$ cat config.mk
export PLATFORM = sky130hd
export DESIGN_NAME = ajfw_ctrl
export DESIGN_NICKNAME = d
export VERILOG_FILES = /design/src/rtl/ajfw_pkg.sv /design/src/rtl/ajfw_ctrl.sv
export VERILOG_INCLUDE_DIRS = /design/src /design/src/rtl
export SDC_FILE = /design/constraint.sdc
export NUM_CORES = 1
export LEC_CHECK = 0
export ABC_AREA = 0
export BUFFER_PORTS_ARGS = -buffer_cell sky130_fd_sc_hd__buf_2
export CAP_MARGIN = 5
export CORE_AREA = 2 2 39 41
export CTS_CLUSTER_DIAMETER = 30
export DETAILED_ROUTE_END_ITERATION = 10
export DIE_AREA = 0 0 41 43
export GPL_ROUTABILITY_DRIVEN = 0
export HOLD_SLACK_MARGIN = 0.06
export PLACE_DENSITY = 0.3
export SETUP_SLACK_MARGIN = 0.2
export SYNTH_ARGS = -nofsm -noshare
export SYNTH_HDL_FRONTEND = slang
export SYNTH_SLANG_ARGS = --single-unit
$ cat constraint.sdc
create_clock -name clock -period 1 [get_ports clock]
set_clock_uncertainty 0.15 [all_clocks]
set_input_delay 0.1 -clock clock [delete_from_list [all_inputs] [get_ports clock]]
set_output_delay 0.1 -clock clock [all_outputs]
set_load 0.05 [all_outputs]
$ cat src/rtl/assert_macros.svh
// Assertion helpers shared by the RTL files.
`ifndef ASSERT_MACROS_SVH
`define ASSERT_MACROS_SVH

// Same-cycle implication, checked on every rising clock edge outside reset.
`define ASSERT_IMPL(label, ante, cons) \
   label: assert property (@(posedge clock) disable iff (reset) (ante) |-> (cons)) \
      else $error("assertion failed");

// Next-cycle implication.
`define ASSERT_NEXT(label, ante, cons) \
   label: assert property (@(posedge clock) disable iff (reset) (ante) |=> (cons)) \
      else $error("assertion failed");

`endif

$ cat src/rtl/ajfw_pkg.sv
package ajfw_pkg;

   localparam int DEPTH_FRAMES = 8192;
   localparam int PTR_W        = $clog2(DEPTH_FRAMES);
   localparam int CNT_W        = $clog2(DEPTH_FRAMES + 1);
   localparam int FRAMES_W     = 14;
   localparam int LEVEL_W      = 14;
   localparam int SAMPLE_W     = 16;
   localparam int WORD_W       = 2 * SAMPLE_W;
   localparam int SUM_W        = ((CNT_W > FRAMES_W) ? CNT_W : FRAMES_W) + 1;

   localparam logic [LEVEL_W-1:0] PREFETCH_RESET = LEVEL_W'(5120);

   // Request codes; the fourth code is a no-op.
   localparam logic [1:0] REQ_HEADER = 2'd0;
   localparam logic [1:0] REQ_FRAME  = 2'd1;
   localparam logic [1:0] REQ_READ   = 2'd2;
   localparam logic [1:0] REQ_NOP    = 2'd3;

   typedef enum logic [1:0] {
      MODE_PROCESSING  = 2'd0,
      MODE_PREFETCHING = 2'd1,
      MODE_DROPPING    = 2'd2
   } mode_type;

   typedef enum logic [1:0] {
      ST_IDLE,
      ST_FETCH,
      ST_RESP
   } ctl_state_type;

   typedef struct packed {
      logic [1:0]          req_type;
      logic [FRAMES_W-1:0] packet_frames;
      logic [SAMPLE_W-1:0] left_in;
      logic [SAMPLE_W-1:0] right_in;
   } req_item_type;

   typedef struct packed {
      logic                ok;
      logic [SAMPLE_W-1:0] left_out;
      logic [SAMPLE_W-1:0] right_out;
      logic [1:0]          buffer_mode;
      logic [13:0]         occupancy;
   } rsp_item_type;

   typedef struct packed {
      logic exec;
      logic load_samples;
   } ajfw_cmd_type;

   typedef struct packed {
      logic read_hit;
   } ajfw_stat_type;

endpackage

$ cat src/rtl/ajfw_ctrl.sv
module ajfw_ctrl
   import ajfw_pkg::*;
(
   input  logic          clock,
   input  logic          reset,
   input  logic          req_valid,
   output logic          req_stall,
   output logic          rsp_valid,
   input  logic          rsp_stall,
   input  ajfw_stat_type stat,
   output ajfw_cmd_type  cmd
);

`include "assert_macros.svh"

   ctl_state_type state_ff, state_in;

   always_comb begin
      state_in = state_ff;
      case (state_ff)
         ST_IDLE: begin
            if (req_valid) begin
               state_in = stat.read_hit ? ST_FETCH : ST_RESP;
            end
         end
         ST_FETCH: begin
            state_in = ST_RESP;
         end
         ST_RESP: begin
            if (!rsp_stall) begin
               state_in = ST_IDLE;
            end
         end
         default: begin
            state_in = ST_IDLE;
         end
      endcase
   end

   always_comb begin
      req_stall        = 1'b1;
      rsp_valid        = 1'b0;
      cmd.exec         = 1'b0;
      cmd.load_samples = 1'b0;
      case (state_ff)
         ST_IDLE: begin
            // No item is taken while reset is held.
            req_stall = reset;
            cmd.exec  = req_valid && !reset;
         end
         ST_FETCH: begin
            cmd.load_samples = 1'b1;
         end
         ST_RESP: begin
            rsp_valid = 1'b1;
         end
         default: begin
            req_stall = 1'b1;
         end
      endcase
   end

   always_ff @(posedge clock) begin
      if (reset) begin
         state_ff <= ST_IDLE;
      end else begin
         state_ff <= state_in;
      end
   end

   // Sample capture only ever follows a read that found a stored frame.
   `ASSERT_IMPL(a_fetch_after_hit, state_ff == ST_FETCH, $past(cmd.exec && stat.read_hit))
   // One item is in flight at a time.
   `ASSERT_NEXT(a_single_item, cmd.exec, !cmd.exec)

endmodule

==> impl_results.rst, run 1 <==
.. list-table::
   :header-rows: 1

   * - Metric
     - Value
   * - Final critical delay including setup and external delays
     - 1.29 ns
   * - Half-perimeter wire length after detailed placement
     - 230 µm
   * - Class of the most critical hold timing path
     - in2reg
   * - Post-placement cell area
     - 193 µm²
   * - Relative slew slack
     - 88.9%
   * - Number of ports placed on the die boundary
     - 9
   * - Count of inserted antenna diode cells
     - 0
   * - Register bit total from synthesis
     - 2
   * - Share of the clock period used by the worst path
     - 129%
   * - Largest net degree at the start of global routing
     - 5
   * - Violations in the final reports
     - negative hold slack, negative setup slack
   * - Number of global-route vias before repair
     - 133
   * - Port Buf Inserts
     - 8
   * - Slew at the pin with the worst max-slew slack
     - 0.166 ns
   * - DRC errors left
     - 0
   * - Die area
     - 1760 µm²
   * - Number of endpoints with negative hold slack in the final report
     - 2
   * - Final non-filler cell area
     - 264 µm²
   * - Initial core utilization
     - 7.50%
   * - Per-cell via count in the routed design
     - 3.24
   * - Cell area after synthesis
     - 104 µm²
   * - Max-slew violation count
     - 0
   * - Latest clock arrival within the worst-skew pair
     - 0.22 ns
   * - Fillcell total
     - 158
   * - Portion of the post-synthesis area used by sequential elements
     - 38.6%
   * - Router iterations before antenna repair
     - 4
   * - CTS Buf Count
     - 3
   * - Width of the die
     - 41 µm
   * - Register with the most flip-flops
     - state_ff
   * - Setup crit end kind
     - output port
   * - Biggest area consumer among synthesized cells
     - sky130_fd_sc_hd__dfxtp_1
   * - Clock tree from TritonCTS
     - yes
   * - Storage cell area
     - 42.5 µm²
   * - Total design power
     - 397 µW
   * - Largest cells by area after synthesis
     - sky130_fd_sc_hd__dfxtp_1, sky130_fd_sc_hd__nor2b_1, sky130_fd_sc_hd__nor3_2, sky130_fd_sc_hd__and2b_2, sky130_fd_sc_hd__o21bai_1
   * - Initial antenna violation count
     - 0
   * - Required time reported for the critical path endpoint
     - 0.75 ns
   * - Static Leak
     - 0.000120 µW
   * - Largest fanout of any net on the critical path
     - 2
   * - Regs by FF count
     - state_ff x2
   * - Status
     - finished with violations
   * - Area used by multi-input combinational logic
     - 80.1 µm²
   * - Count of standard-cell rows
     - 14
   * - Kind of critical path
     - reg2out
   * - Total wirelength of the detailed-routed design
     - 309 µm
   * - Fmax achieved
     - 0.775 GHz
   * - Clock transition time at the flip-flop clock pins of the worst setup and hold paths
     - 0.03 ns
   * - Setup_tns
     - -1.03 ns
   * - Critical Path AT
     - 1.04 ns
   * - Hold slack final
     - -0.0681 ns
   * - Proportion of layout cells with a drive suffix above 1
     - 84.0%
   * - Worst vdd ir
     - 0.521 mV
   * - Synthesis warning total
     - 0
   * - Unrepaired setup endpoints after global routing
     - yes
   * - H-tree levels
     - 1
   * - Final number of setup-violating endpoints
     - 5
   * - Chip Height
     - 43 µm
   * - Avg Inst Size Synth
     - 8.65 µm²
   * - Antenna violation net count after detailed routing
     - 0
   * - Worst setup margin
     - -0.290 ns
   * - Post-synthesis cell type count
     - 10
   * - Clock Sinks
     - 2
   * - Root Buffer Master
     - sky130_fd_sc_hd__clkbuf_4
   * - Mean routed wirelength per cell
     - 7.54 µm
   * - Final-stage net count
     - 32
   * - Post-CTS Setup Inserts
     - 0
   * - Via total after detailed routing
     - 133
   * - Remaining global-route overflow
     - 0
   * - Cell count after synthesis
     - 12
   * - Worst Setup Start Kind
     - flop
   * - Wire length of the first global-routing pass
     - 483 µm
   * - Max capacitance violation total
     - 0
   * - Total nets after synthesis
     - 17
   * - Maximum root-to-sink buffer count
     - 2
   * - Max FFs per register
     - 2
   * - Area fraction of the dominant cell type after synthesis
     - 38.6%
   * - Drt initial violations
     - 4
   * - Global routing usage summed across all routing layers
     - 5.11%
   * - Ratio of total power to cell area
     - 1500 nW/µm²
   * - Area added between synthesis and finish
     - 154%
   * - Std-Cell Core Area
     - 1380 µm²
layout make-up:
cell class,instances,share of cell area (%)
multi-input cells,9,30.3
clock buffers,3,8.53
repair buffers,10,36.0
flip-flops and latches,2,16.1
inverters,1,1.42
well taps,16,7.58
Yosys cell counts:
cell                       count
sky130_fd_sc_hd__dfxtp_1       2
sky130_fd_sc_hd__nand2_1       1
sky130_fd_sc_hd__o21bai_1      1
sky130_fd_sc_hd__and3_1        1
sky130_fd_sc_hd__and2b_2       1
sky130_fd_sc_hd__a21oi_1       1
sky130_fd_sc_hd__and2_1        1
sky130_fd_sc_hd__nor3_2        1
sky130_fd_sc_hd__nor2b_1       2
sky130_fd_sc_hd__inv_1         1
layer usage:
metal | share of wire [%] | global-route usage [%] | wire length [µm] | vias up
li1 | - | - | - | 66
met1 | 46 | 5.75 | 143 | 58
met2 | 40 | 3.75 | 123 | 9
met3 | 14 | 6.28 | 42 | 0
met4 | 0 | 6.00 | 0 | 0
met5 | 0 | 0 | 0 | -
report_power, final:
group	total, µW	switching (µW)	leakage [µW]	internal (µW)
logic	130	67.3	0.0000887	62.4
clock network	175	43.0	0.0000138	132
registers	92.2	5.69	0.0000172	86.5
layout by cell type, fill, tap and decap left out:
cell | Yosys | routed
sky130_fd_sc_hd__buf_8 | 0 | 3
sky130_fd_sc_hd__a21oi_1 | 1 | 1
sky130_fd_sc_hd__buf_6 | 0 | 2
sky130_fd_sc_hd__o21bai_1 | 1 | 1
sky130_fd_sc_hd__dfxtp_2 | 0 | 2
sky130_fd_sc_hd__and2_4 | 0 | 1
sky130_fd_sc_hd__clkbuf_4 | 0 | 3
sky130_fd_sc_hd__nor3_4 | 0 | 1
sky130_fd_sc_hd__and2b_4 | 0 | 1
sky130_fd_sc_hd__nor2b_1 | 2 | 1
sky130_fd_sc_hd__inv_2 | 0 | 1
sky130_fd_sc_hd__nor2b_4 | 0 | 1
sky130_fd_sc_hd__nand2_2 | 0 | 1
sky130_fd_sc_hd__buf_2 | 0 | 4
sky130_fd_sc_hd__and3_1 | 1 | 1
sky130_fd_sc_hd__buf_4 | 0 | 1
final timing paths:
| kind | start | to | slack, ns | cells past startpoint |
|---|---|---|---|---|
| max | state_ff[1]$_SDFFE_PP0P_ | cmd[1] | -0.29 | 3 |
| min | reset | state_ff[1]$_SDFFE_PP0P_ | -0.07 | 2 |
| max reg2reg | state_ff[1]$_SDFFE_PP0P_ | state_ff[1]$_SDFFE_PP0P_ | -0.02 | 4 |
| min reg2reg | state_ff[0]$_SDFFE_PP0P_ | state_ff[1]$_SDFFE_PP0P_ | 0.43 | 2 |
metrics by stage:
step	worst slack [ns]	cells	util [%]
2_1_floorplan	-0.0507	12	-
3_3_place_gp	-0.140	38	13.9
3_5_place_dp	-0.138	38	13.9
4_1_cts	-0.315	41	17.8
5_1_grt	-0.339	41	19.1
6_report	-0.290	41	19.1
logic make-up (layout without fill, tap and decap cells):
group / after synthesis / after routing / share of synthesized area, %
buf+inv: 1 / 14 / 3.61
simple gates: 7 / 7 / 45.8
flops: 2 / 2 / 38.6
compound gates: 2 / 2 / 12.0
worst max-delay path: stages (launching register included):
cell                      delay (ns)
sky130_fd_sc_hd__dfxtp_2        0.32
sky130_fd_sc_hd__nor3_4         0.19
sky130_fd_sc_hd__and2_4         0.17
sky130_fd_sc_hd__buf_8          0.13
what timing repair did:
item / in CTS / in global routing
gates resized for setup: 11 / 4
setup endpoints to repair: 6 / 6
hold endpoints to repair: 2 / 2
pin swaps: 2 / 1
cloned: 0 / 0
No activity file was read; power rests on OpenSTA's default activity.
==> inputs of run 2 (changes only) <==
Clock period 1 ns to 1.1 ns, I/O delays scaled along.
==> impl_results.rst, run 2 (synthesis gave the netlist of run 1 again) <==
.. list-table::
   :header-rows: 1

   * - Metric
     - Value
   * - Per-cell via count in the routed design
     - 3.32 (+2.3%)
   * - Post-CTS Setup Inserts
     - 0 (unchanged)
   * - Total wirelength of the detailed-routed design
     - 341 µm (+10%)
   * - Count of inserted antenna diode cells
     - 0 (unchanged)
   * - Final number of setup-violating endpoints
     - 4 (-1)
   * - Combinational group share of total power
     - 31.8% (-0.9 points)
   * - Relative slew slack
     - 89.5% (+0.65 points)
   * - Unrepaired setup endpoints after global routing
     - yes
   * - Clock Sinks
     - 2 (unchanged)
   * - Worst Setup Start Kind
     - flop
   * - Router iterations before antenna repair
     - 1 (-3)
   * - Worst slack after detailed placement
     - -0.0608 ns (+0.0767 ns)
   * - Required time reported for the critical path endpoint
     - 0.84 ns (+0.09 ns)
   * - Maximum root-to-sink buffer count
     - 2 (unchanged)
   * - Worst vdd ir
     - 0.429 mV (-18%)
   * - Max FFs per register
     - 2 (unchanged)
   * - DRC errors left
     - 0 (unchanged)
   * - Max capacitance violation total
     - 0 (unchanged)
   * - Slew at the pin with the worst max-slew slack
     - 0.157 ns (-0.00967 ns)
   * - Hold slack final
     - -0.0516 ns (+0.0165 ns)
   * - Net switching fraction of the power
     - 29.9% (+0.67 points)
   * - Commonest cells after routing, fill and taps aside
     - sky130_fd_sc_hd__buf_2, sky130_fd_sc_hd__clkbuf_4
   * - Status
     - finished with violations
   * - Remaining global-route overflow
     - 0 (unchanged)
   * - Static Leak
     - 0.000117 µW (-2.4%)
   * - Post-Place Cells
     - 38 (unchanged)
   * - Register with the most flip-flops
     - state_ff
   * - Latest clock arrival within the worst-skew pair
     - 0.22 ns (about the same)
   * - Port Buf Inserts
     - 8 (unchanged)
   * - Number of ports placed on the die boundary
     - 9 (unchanged)
   * - Ratio of total power to cell area
     - 1420 nW/µm² (-5.8%)
   * - Violations in the final reports
     - negative hold slack, negative setup slack
   * - CTS Buf Count
     - 3 (unchanged)
   * - Regs by FF count
     - state_ff x2
   * - Worst setup margin
     - -0.215 ns (+0.0754 ns)
   * - Antenna violation net count after detailed routing
     - 0 (unchanged)
   * - Std-Cell Core Area
     - 1380 µm² (unchanged)
   * - Non-filler cells in the finished layout
     - 41 (unchanged)
   * - Number of endpoints with negative hold slack in the final report
     - 2 (unchanged)
   * - Count of standard-cell rows
     - 14 (unchanged)
   * - Mean routed wirelength per cell
     - 8.32 µm (+10%)
   * - Fillcell total
     - 156 (-1.3%)
   * - H-tree levels
     - 1 (unchanged)
   * - Area added between synthesis and finish
     - 145%
   * - Via total after detailed routing
     - 136 (+2.3%)
   * - Most common library cell in the layout ignoring fill and taps
     - sky130_fd_sc_hd__buf_2
   * - Share of the clock period used by the worst path
     - 120%
   * - Final critical delay including setup and external delays
     - 1.31 ns
   * - Final-stage net count
     - 32 (unchanged)
   * - Kind of critical path
     - reg2out
   * - Root Buffer Master
     - sky130_fd_sc_hd__clkbuf_4
   * - Part of the power in the clock network
     - 45.0% (+0.9 points)
   * - Cell internal pwr
     - 252 µW (-10%)
   * - Class of the most critical hold timing path
     - in2reg
   * - Critical Path AT
     - 1.05 ns (about the same)
   * - Largest net degree at the start of global routing
     - 5 (unchanged)
   * - Setup crit end kind
     - output port
   * - Proportion of layout cells with a drive suffix above 1
     - 80.0% (-4.0 points)
   * - Width of the die
     - 41 µm (unchanged)
   * - Drt initial violations
     - 0 (-4)
   * - Die area
     - 1760 µm² (unchanged)
   * - Fmax achieved
     - 0.761 GHz
   * - Sequential fraction of design power
     - 23.2% (about the same)
   * - Max-slew violation count
     - 0 (unchanged)
   * - Chip Height
     - 43 µm (unchanged)
   * - Wire length of the first global-routing pass
     - 545 µm (+13%)
   * - Largest fanout of any net on the critical path
     - 2 (unchanged)
   * - Clock transition time at the flip-flop clock pins of the worst setup and hold paths
     - 0.03 ns (about the same)
   * - Net switching power
     - 107 µW (-7.3%)
   * - Clock tree from TritonCTS
     - yes
   * - Setup_tns
     - -0.698 ns (+0.331 ns)
   * - Initial core utilization
     - 7.50% (unchanged)
   * - Number of global-route vias before repair
     - 165 (+24%)
   * - Global routing usage summed across all routing layers
     - 5.21% (+0.10 points)
   * - Initial antenna violation count
     - 0 (unchanged)
[run 2: worst paths after layout]
kind                             from  depth (start not counted)                        to  slack [ns]
max          state_ff[1]$_SDFFE_PP0P_                          3                    cmd[1]       -0.21
min                             reset                          2  state_ff[1]$_SDFFE_PP0P_       -0.05
max reg2reg  state_ff[1]$_SDFFE_PP0P_                          4  state_ff[1]$_SDFFE_PP0P_        0.06
min reg2reg  state_ff[0]$_SDFFE_PP0P_                          2  state_ff[1]$_SDFFE_PP0P_        0.42
[run 2: critical path, stage by stage (launching register included)]
cell and delay (ns):
sky130_fd_sc_hd__dfxtp_2 0.32, sky130_fd_sc_hd__nor3_4 0.20, sky130_fd_sc_hd__and2_4 0.17, sky130_fd_sc_hd__buf_8 0.14
[run 2: power groups by stage]
stage                     clock (µW)  combinational [µW]  sequential, µW
after floorplan                    0                59.3            84.6
after global placement             0                89.3            82.9
after detailed placement           0                90.3            83.3
after CTS                        173                 111            83.8
after global routing             170                 120            84.2
final                            162                 114            83.6
[run 2: area by class of cell]
class / count / area, µm² / share of cell area (%)
well taps: 16 / 20.0 / 7.88
multi-input cells: 9 / 77.6 / 30.5
flip-flops and latches: 2 / 42.5 / 16.7
clock buffers: 3 / 22.5 / 8.87
repair buffers: 10 / 87.6 / 34.5
inverters: 1 / 3.75 / 1.48
[run 2: what timing repair did]
item                                    in CTS  in global routing
resized for setup                           11                  1
pin swaps                                    1                  1
endpoints found under the setup margin       6                  6
hold endpoints to repair                     2                  2
[run 2: per-stage QoR]
| step | instance area [µm²] | total power [µW] | hold WS (ns) | utilization (%) |
|---|---|---|---|---|
| finish | 254 | 360 | -0.0516 | 18.4 |
| global route | 254 | 375 | -0.0485 | 18.4 |
| CTS | 250 | 368 | -0.0626 | 18.1 |
| detailed placement | 193 | 174 | 0.150 | 13.9 |
| global placement | 193 | 172 | 0.148 | 13.9 |
| floorplan | 118 | 144 | 0.0217 | - |
[run 2: per-layer routing]
metal | track usage [%] | wire length, µm | vias to the layer above
met4 | 8.00 | 0 | 0
li1 | - | - | 65
met3 | 2.09 | 41 | 0
met1 | 5.11 | 141 | 62
met2 | 6.25 | 158 | 9
met5 | 0 | 0 | -
